==> src/rtl/core/sdc8_pkg.sv <==
// Package for the ChaCha8 keystream block: payload types, constants, helpers.
// No dependencies.
package sdc8_pkg;
  localparam int unsigned Rounds = 8;
  localparam int unsigned RndW = $clog2(Rounds + 1);
  localparam int unsigned AddrW = 6;

  localparam logic [AddrW-1:0] RegKey0 = 6'h00;
  localparam logic [AddrW-1:0] RegKey1 = 6'h08;
  localparam logic [AddrW-1:0] RegKey2 = 6'h10;
  localparam logic [AddrW-1:0] RegKey3 = 6'h18;
  localparam logic [AddrW-1:0] RegNonce = 6'h20;

  localparam logic [31:0] Sigma0 = 32'h61707865;
  localparam logic [31:0] Sigma1 = 32'h3320646e;
  localparam logic [31:0] Sigma2 = 32'h79622d32;
  localparam logic [31:0] Sigma3 = 32'h6b206574;

  typedef struct packed {
    logic       restart;
    logic [6:0] byte_count;
  } in_item_t;

  typedef struct packed {
    logic [31:0] word_value;
    logic [3:0]  word_index;
    logic [2:0]  valid_bytes;
    logic        last;
  } out_item_t;

  typedef enum logic [2:0] {
    StIdle, StLoad, StRead, StRound, StFeed, StEmit
  } state_e;

  function automatic logic [31:0] rotl(input logic [31:0] v, input logic [4:0] n);
    logic [63:0] t;
    t = {v, v} << n;
    return t[63:32];
  endfunction

  // (x mod 31) + 1 for an 8-bit x: one conditional subtract per fold.
  function automatic logic [4:0] rot_amt(input logic [7:0] x);
    logic [5:0] s;
    s = {1'b0, x[7:5]} + {1'b0, x[4:0]};
    if (s >= 6'd31) s = s - 6'd31;
    return s[4:0] + 5'd1;
  endfunction
endpackage

==> src/rtl/core/sdc8_ram.sv <==
// Generic simple dual-port RAM (one write port, one read port), registered read.
// No dependencies.
module sdc8_ram #(
  parameter int unsigned Width = 32,
  parameter int unsigned Depth = 16
) (
  input  logic                     clk_i,
  input  logic                     we_i,
  input  logic [$clog2(Depth)-1:0] waddr_i,
  input  logic [Width-1:0]         wdata_i,
  input  logic [$clog2(Depth)-1:0] raddr_i,
  output logic [Width-1:0]         rdata_o
);
  logic [Width-1:0] mem_q [Depth];
  always_ff @(posedge clk_i) begin
    if (we_i) mem_q[waddr_i] <= wdata_i;
    rdata_o <= mem_q[raddr_i];
  end
endmodule

==> src/rtl/core/state_dependent_chacha8_keystream.sv <==
// Top level of the ChaCha8 keystream generator with data-dependent rotation.
// Depends on sdc8_pkg and sdc8_ram.
//
// One request builds one 64-byte keystream block and sends up to 16 words.
// Flow: the load phase writes the input state (sigma, key, counter, nonce)
// into a 16x32 input-state RAM while a register file takes a working copy;
// each of the 8 rounds runs 4 quarter rounds, one per cycle (a quarter round
// is four chained add/xor/rotate steps on a working register); then the feed
// phase reads the input-state RAM back for the feed-forward add, one word per
// cycle, filling the result RAM; then words go out from the result RAM, one
// per cycle while the output is not stalled. A request runs through StLoad,
// StRound, StFeed, StEmit and StRead (which waits for the last word to be
// taken) before StIdle. Each RAM's single read port and the one shared
// quarter-round unit set the pace; output stalls hold the emit phase. A
// request with a zero byte count sends nothing and does not advance the
// counter. No result is pending when the next transaction is taken.
module state_dependent_chacha8_keystream (
  input  logic                     clk_i,
  input  logic                     rst_ni,
  input  logic                     psel,
  input  logic                     penable,
  input  logic                     pwrite,
  input  logic [sdc8_pkg::AddrW-1:0] paddr,
  input  logic [63:0]              pwdata,
  output logic [63:0]              prdata,
  output logic                     pready,
  input  logic                     in_valid_i,
  output logic                     in_stall_o,
  input  sdc8_pkg::in_item_t       in_data_i,
  output logic                     out_valid_o,
  input  logic                     out_stall_i,
  output sdc8_pkg::out_item_t      out_data_o
);
  logic [63:0] key0_q, key1_q, key2_q, key3_q, nonce_q, ctr_q;
  logic [31:0] x_q [16];
  sdc8_pkg::state_e st_q, st_d;
  logic [4:0] cnt_q, cnt_d;
  logic [sdc8_pkg::RndW-1:0] rnd_q, rnd_d;
  logic [6:0] n_q, n_d;
  logic ov_q;
  logic [3:0] oi_q;

  assign pready = 1'b1;
  wire wr_en = psel && penable && pwrite;
  always_ff @(posedge clk_i or negedge rst_ni) begin
    if (!rst_ni) begin
      key0_q <= '0; key1_q <= '0; key2_q <= '0; key3_q <= '0; nonce_q <= '0;
    end else if (wr_en) begin
      case (paddr)
        sdc8_pkg::RegKey0:  key0_q <= pwdata;
        sdc8_pkg::RegKey1:  key1_q <= pwdata;
        sdc8_pkg::RegKey2:  key2_q <= pwdata;
        sdc8_pkg::RegKey3:  key3_q <= pwdata;
        sdc8_pkg::RegNonce: nonce_q <= pwdata;
        default: ;
      endcase
    end
  end
  always_comb begin
    case (paddr)
      sdc8_pkg::RegKey0:  prdata = key0_q;
      sdc8_pkg::RegKey1:  prdata = key1_q;
      sdc8_pkg::RegKey2:  prdata = key2_q;
      sdc8_pkg::RegKey3:  prdata = key3_q;
      sdc8_pkg::RegNonce: prdata = nonce_q;
      default:            prdata = '0;
    endcase
  end

  wire in_acc = in_valid_i && !in_stall_o;
  assign in_stall_o = (st_q != sdc8_pkg::StIdle);
  wire [63:0] ctr_use = in_data_i.restart ? 64'd0 : ctr_q;

  // Input-state word for the load sweep
  logic [31:0] init_w;
  always_comb begin
    case (cnt_q[3:0])
      4'd0: init_w = sdc8_pkg::Sigma0;
      4'd1: init_w = sdc8_pkg::Sigma1;
      4'd2: init_w = sdc8_pkg::Sigma2;
      4'd3: init_w = sdc8_pkg::Sigma3;
      4'd4: init_w = key0_q[31:0];
      4'd5: init_w = key0_q[63:32];
      4'd6: init_w = key1_q[31:0];
      4'd7: init_w = key1_q[63:32];
      4'd8: init_w = key2_q[31:0];
      4'd9: init_w = key2_q[63:32];
      4'd10: init_w = key3_q[31:0];
      4'd11: init_w = key3_q[63:32];
      4'd12: init_w = ctr_q[31:0];
      4'd13: init_w = ctr_q[63:32];
      4'd14: init_w = nonce_q[31:0];
      default: init_w = nonce_q[63:32];
    endcase
  end

  // Quarter-round index selection
  logic [3:0] ia, ib, ic, id;
  logic [1:0] qn;
  always_comb begin
    qn = cnt_q[1:0];
    ia = {2'b00, qn};
    if (!rnd_q[0]) begin
      ib = {2'b01, qn}; ic = {2'b10, qn}; id = {2'b11, qn};
    end else begin
      ib = {2'b01, qn + 2'd1}; ic = {2'b10, qn + 2'd2}; id = {2'b11, qn + 2'd3};
    end
  end
  logic [31:0] qa, qb, qc, qd;
  always_comb begin
    logic [31:0] a, b, c, d;
    a = x_q[ia]; b = x_q[ib]; c = x_q[ic]; d = x_q[id];
    d = sdc8_pkg::rotl(d ^ (a + b), sdc8_pkg::rot_amt(c[7:0] ^ b[7:0]));
    a = a + b;
    c = c + d;
    b = sdc8_pkg::rotl(b ^ c, 5'd12);
    a = a + b;
    d = sdc8_pkg::rotl(d ^ a, 5'd8);
    c = c + d;
    b = sdc8_pkg::rotl(b ^ c, 5'd7);
    qa = a; qb = b; qc = c; qd = d;
  end

  // RAMs: input state and finished block
  logic        st_we, res_we;
  logic [3:0]  st_waddr, st_raddr, res_waddr, res_raddr;
  logic [31:0] st_rdata, res_wdata, res_rdata;
  sdc8_ram #(.Width(32), .Depth(16)) u_state (
    .clk_i, .we_i(st_we), .waddr_i(st_waddr), .wdata_i(init_w),
    .raddr_i(st_raddr), .rdata_o(st_rdata));
  sdc8_ram #(.Width(32), .Depth(16)) u_res (
    .clk_i, .we_i(res_we), .waddr_i(res_waddr), .wdata_i(res_wdata),
    .raddr_i(res_raddr), .rdata_o(res_rdata));

  wire [3:0] fidx = cnt_q[3:0] - 4'd1;
  assign st_we = (st_q == sdc8_pkg::StLoad);
  assign st_waddr = cnt_q[3:0];
  assign st_raddr = cnt_q[3:0];
  assign res_we = (st_q == sdc8_pkg::StFeed) && (cnt_q != 5'd0);
  assign res_waddr = fidx;
  assign res_wdata = st_rdata + x_q[fidx];

  wire [3:0] last_idx = 4'((n_q - 7'd1) >> 2);
  wire out_acc = out_valid_o && !out_stall_i;
  wire out_free = !ov_q || !out_stall_i;
  // emit: cnt_q is the next word to read; rd_idx_q is the word read last
  // cycle, re-read while the output register is blocked
  logic rd_pend_q;
  logic [3:0] rd_idx_q;
  assign res_raddr = (rd_pend_q && !out_free) ? rd_idx_q : cnt_q[3:0];

  always_comb begin
    st_d = st_q; cnt_d = cnt_q; rnd_d = rnd_q; n_d = n_q;
    case (st_q)
      sdc8_pkg::StIdle: if (in_acc && in_data_i.byte_count != 7'd0) begin
        st_d = sdc8_pkg::StLoad; cnt_d = '0;
        n_d = (in_data_i.byte_count > 7'd64) ? 7'd64 : in_data_i.byte_count;
      end
      sdc8_pkg::StLoad: begin
        cnt_d = cnt_q + 5'd1;
        if (cnt_q == 5'd15) begin st_d = sdc8_pkg::StRound; cnt_d = '0; rnd_d = '0; end
      end
      sdc8_pkg::StRound: begin
        cnt_d = cnt_q + 5'd1;
        if (cnt_q[1:0] == 2'd3) begin
          cnt_d = '0;
          rnd_d = rnd_q + 1'b1;
          if (rnd_q == sdc8_pkg::RndW'(sdc8_pkg::Rounds - 1)) st_d = sdc8_pkg::StFeed;
        end
      end
      sdc8_pkg::StFeed: begin
        cnt_d = cnt_q + 5'd1;
        if (cnt_q == 5'd16) begin st_d = sdc8_pkg::StEmit; cnt_d = '0; end
      end
      sdc8_pkg::StEmit: begin
        if (!rd_pend_q || out_free) begin
          if (rd_pend_q && rd_idx_q == last_idx) st_d = sdc8_pkg::StRead;
          else cnt_d = cnt_q + 5'd1;
        end
      end
      sdc8_pkg::StRead: if (!ov_q || out_acc) st_d = sdc8_pkg::StIdle;
      default: st_d = sdc8_pkg::StIdle;
    endcase
  end

  wire issue = (st_q == sdc8_pkg::StEmit) && (!rd_pend_q || out_free)
               && !(rd_pend_q && rd_idx_q == last_idx);
  wire take = (st_q == sdc8_pkg::StEmit) && rd_pend_q && out_free;

  always_ff @(posedge clk_i or negedge rst_ni) begin
    if (!rst_ni) begin
      st_q <= sdc8_pkg::StIdle; cnt_q <= '0; rnd_q <= '0; n_q <= '0;
      ctr_q <= '0; ov_q <= 1'b0; rd_pend_q <= 1'b0; rd_idx_q <= '0; oi_q <= '0;
    end else begin
      st_q <= st_d; cnt_q <= cnt_d; rnd_q <= rnd_d; n_q <= n_d;
      if (in_acc) begin
        if (in_data_i.byte_count != 7'd0) ctr_q <= ctr_use;
        else if (in_data_i.restart) ctr_q <= '0;
      end
      if (st_q == sdc8_pkg::StFeed && cnt_q == 5'd16) ctr_q <= ctr_q + 64'd1;
      if (take) begin
        ov_q <= 1'b1; oi_q <= rd_idx_q;
      end else if (out_acc) ov_q <= 1'b0;
      if (issue) begin rd_pend_q <= 1'b1; rd_idx_q <= cnt_q[3:0]; end
      else if (take) rd_pend_q <= 1'b0;
      if (st_q != sdc8_pkg::StEmit) rd_pend_q <= 1'b0;
    end
  end

  // Working registers: load copy, then quarter-round writeback
  always_ff @(posedge clk_i) begin
    if (st_q == sdc8_pkg::StLoad) x_q[cnt_q[3:0]] <= init_w;
    if (st_q == sdc8_pkg::StRound) begin
      x_q[ia] <= qa; x_q[ib] <= qb; x_q[ic] <= qc; x_q[id] <= qd;
    end
  end

  // Output register; RAM data stays valid while no new read is issued
  logic [31:0] ow_q;
  always_ff @(posedge clk_i) begin
    if (take) ow_q <= res_rdata;
  end
  wire [6:0] left = n_q - {oi_q, 2'b00};
  assign out_valid_o = ov_q;
  assign out_data_o.word_value = ow_q;
  assign out_data_o.word_index = oi_q;
  assign out_data_o.valid_bytes = (left > 7'd4) ? 3'd4 : left[2:0];
  assign out_data_o.last = (oi_q == last_idx);

  a_no_in_busy: assert property (@(posedge clk_i) disable iff (!rst_ni)
    (st_q != sdc8_pkg::StIdle) |-> in_stall_o) else $error("input taken while busy");
  a_out_only_emit: assert property (@(posedge clk_i) disable iff (!rst_ni)
    out_valid_o |-> (st_q == sdc8_pkg::StEmit || st_q == sdc8_pkg::StRead))
    else $error("result outside emit");
  a_hold: assert property (@(posedge clk_i) disable iff (!rst_ni)
    (out_valid_o && out_stall_i) |=> (out_valid_o && $stable(oi_q)))
    else $error("stalled result changed");
endmodule

==> config.mk <==
export PLATFORM = sky130hd
export DESIGN_NAME = state_dependent_chacha8_keystream
export DESIGN_NICKNAME = d
export VERILOG_FILES = /design/src/rtl/core/sdc8_pkg.sv /design/src/rtl/core/sdc8_ram.sv /design/src/rtl/core/state_dependent_chacha8_keystream.sv
export SDC_FILE = /design/constraint.sdc
export NUM_CORES = 2
export LEC_CHECK = 0
export BUFFER_PORTS_ARGS = -buffer_cell sky130_fd_sc_hd__buf_2
export CAP_MARGIN = 20
export CORE_UTILIZATION = 57
export DETAILED_ROUTE_END_ITERATION = 8
export HOLD_SLACK_MARGIN = 0.08
export PLACE_DENSITY_LB_ADDON = 0.2
export SETUP_SLACK_MARGIN = 0.4
export SLEW_MARGIN = 20
export SYNTH_ARGS = -nofsm -noshare
export SYNTH_HDL_FRONTEND = slang
export SYNTH_HIERARCHICAL = 1
export SYNTH_SLANG_ARGS = --single-unit
==> constraint.sdc <==
create_clock -name clk_i -period 20 [get_ports clk_i]
set_input_delay 2 -clock clk_i [delete_from_list [all_inputs] [get_ports clk_i]]
set_output_delay 2 -clock clk_i [all_outputs]
set_load 0.01 [all_outputs]
==> impl_metrics.yaml <==
global_route:
  grt_overflow: 0
  antenna_found_initial: 28
  grt_usage: 0.393
  grt_max_degree: 159
  grt_pass1_vias: 67400
  grt_pass1_wl_mm: 499
cts:
  cts_max_path_buffers: 3
  htree_num_levels: 4
  path_clk_slew_ps: 60
  cts_tree: "yes"
  cts_root_buf: "clkbuf_16"
  cts.sinks: 2045
  numCtsBuffers: 202
  ctsHoldBuffers: 0
  clkLatencyLatePin_ps: 900
setup_path:
  worstPathArrival_ps: 19470
  start_kind: "flop"
  slowest_delay_ps: 600
  setup.worst_path.end_class: "flop"
  crit_type: "reg -> reg"
  critPathRequiredTime_ps: 20560
  crit_top_cell: "a21oi_1"
  crit_path_top_delay_cell: "xnor2_1"
  cpLargestDelayFamily: "compound AO/OA/AOI/OAI gates"
  worst-path-buf-inv: 9
  crit_fanout: 12
placement:
  io_buffers: 190
  hpwlAfterDp_mm: 241
  routabilityCongestion: 1.07
logic_synthesis:
  ys_dominant_reg_cell: "edfxtp_1"
  synth_area_leaders: "edfxtp_1, mux4_2, dfrtp_1"
  netlist_instances: 7261
  ys_warn_count: 6
  async_reset_ff_frac: 0.202
  ys_seq_area_frac: 0.580
  syn_area_um2: 101000
  ys_types: 103
  ys_seq_elements: 2045
  synth_top_area_frac: 0.466
  synth_edf_count: 1568
  synth_nets: 7523
  synth_area_leader_cell: "edfxtp_1"
  syn_avg_cell_area_um2: 13.9
sta:
  finalHoldViolations: 0
  fmax_ghz: 0.0529
  rsz0062_at_grt: "no"
  setup_tns_ps: 0
  setup_viol: 0
  max_slew_margin: 0.158
  maxSlewViolCount: 0
  fin_crit_sh: 0.945
  finClkSkew_ps: 103
  tightest_slew_ps: 1250
  min_period_ps: 18900
die:
  coreArea_um2: 176000
  rows: 154
  dieArea_um2: 179000
  initial_core_util: 0.574
  die_h_um: 423
  die_x_um: 423
  boundaryPins: 192
routing:
  drcViolationCount: 0
  avgRoutedWirePerCell_um: 35.4
  ant_nets: 0
  vias_per_cell: 7.02
  first_iter_violations: 10200
  num_vias: 70200
  wirelength_mm: 354
  dr.pass1.iters: 6
run_status:
  status: "complete, no violations"
flow_run:
  drv_cap: 0
layout:
  final_nets: 7738
  layout_common_cells: "edfxtp_1, nor2_1, mux4_2"
  drive_above_1_share: 0.246
  syn_to_final_growth_pct: 11.9
  final_common_cell: "edfxtp_1"
worst_hold_path:
  min-delay-path-class: "reg -> reg"
[layout make-up]
cell class                 count  area, um2
multi-input combinational   4610      41000
inverter                     162        611
antenna                       15       37.5
clock inverter               108       1200
clock buffer                 271       5530
tap                         2340       2930
sequential                  2045      58700
fill                       12700      62900
timing repair buffer         455       3110
[logic make-up (layout without fill, tap and decap cells)]
logic type      after synthesis  after routing  share of synthesized area
compound gates             1459           1459                     0.0938
xor+xnor                    299            299                     0.0267
simple gates               1546           1546                     0.0673
other cells                   1             16                  0.0000371
fa+ha+maj                   178            178                     0.0225
flops                      2045           2045                      0.580
mux                        1127           1127                      0.185
buf+inv                     606            996                     0.0242
[flip-flops by register name (all words and copies together) (netlist names), 3 cells and up]
| name | cells |
|---|---|
| rnd_q | 4 |
| x_q | 512 |
| oi_q | 4 |
| u_state/mem_q | 512 |
| key0_q | 64 |
| rd_idx_q | 4 |
| u_res/mem_q | 512 |
| st_q | 3 |
| u_state/rdata_o | 32 |
| n_q | 7 |
| ow_q | 32 |
| key2_q | 64 |
| ctr_q | 64 |
| key1_q | 64 |
| key3_q | 64 |
| cnt_q | 5 |
| u_res/rdata_o | 32 |
| nonce_q | 64 |
[worst paths after layout]
kind / start / end / slack [ps] / cells after the start
max: cnt_q[1]$_DFFE_PN0P_ / x_q[6][5]$_DFFE_PP_ / 1100 / 75
min: u_res/rdata_o[27]$_DFF_P_ / ow_q[27]$_DFFE_PP_ / 400 / 0
max reg2reg: cnt_q[1]$_DFFE_PN0P_ / x_q[6][5]$_DFFE_PP_ / 1100 / 75
min reg2reg: u_res/rdata_o[27]$_DFF_P_ / ow_q[27]$_DFFE_PP_ / 400 / 0
max in group asynchronous: rst_ni / key0_q[58]$_DFFE_PN0P_ / 16840 / 3
min in group asynchronous: rst_ni / n_q[6]$_DFFE_PN0P_ / 1140 / 1
[synthesized netlist by cell type (all sizes together), types with 14 or more instances]
cell	n
a221o	58
nor2	640
o21a	14
dfxtp	64
a21o	67
nand4	33
a41oi	14
nand2	431
a31oi	52
inv	161
xnor2	177
mux4	557
or3	26
a221oi	43
nor3	77
a22o	38
xor2	118
mux2i	205
ha	170
nand3	135
o21ai	273
o31ai	21
o211ai	22
edfxtp	1568
dfrtp	413
nor2b	31
a211oi	20
a21oi	490
a22oi	191
and3	52
and2	25
clkbuf	330
buf	114
nand2b	35
o21bai	42
mux2	365
[per-stage QoR]
step	hold slack [ps]	utilization	std cells	cell area, um2	setup WS [ps]
5_1_grt	406	0.642	9997	113000	401
3_5_place_dp	389	0.602	9599	106000	1010
4_1_cts	402	0.640	9978	113000	940
6_report	401	0.643	10000	113000	1100
3_3_place_gp	389	0.602	9599	106000	1170
2_1_floorplan	386	-	7261	101000	448
[metal layers]
metal,up-vias,part of all wire,global-route usage
met1,35800,0.38,0.556
met4,18,0.049,0.170
li1,28700,-,-
met5,-,0.00033,0
met3,776,0.12,0.0965
met2,4905,0.44,0.582
[timing repair]
item	4_1_cts	5_1_grt
buffers inserted	0	9
endpoints found under the setup margin	0	56
gates resized for setup	0	18
Power is not shown: default switching activity piles up to over one toggle a cycle in this logic, so the estimate is an artifact.
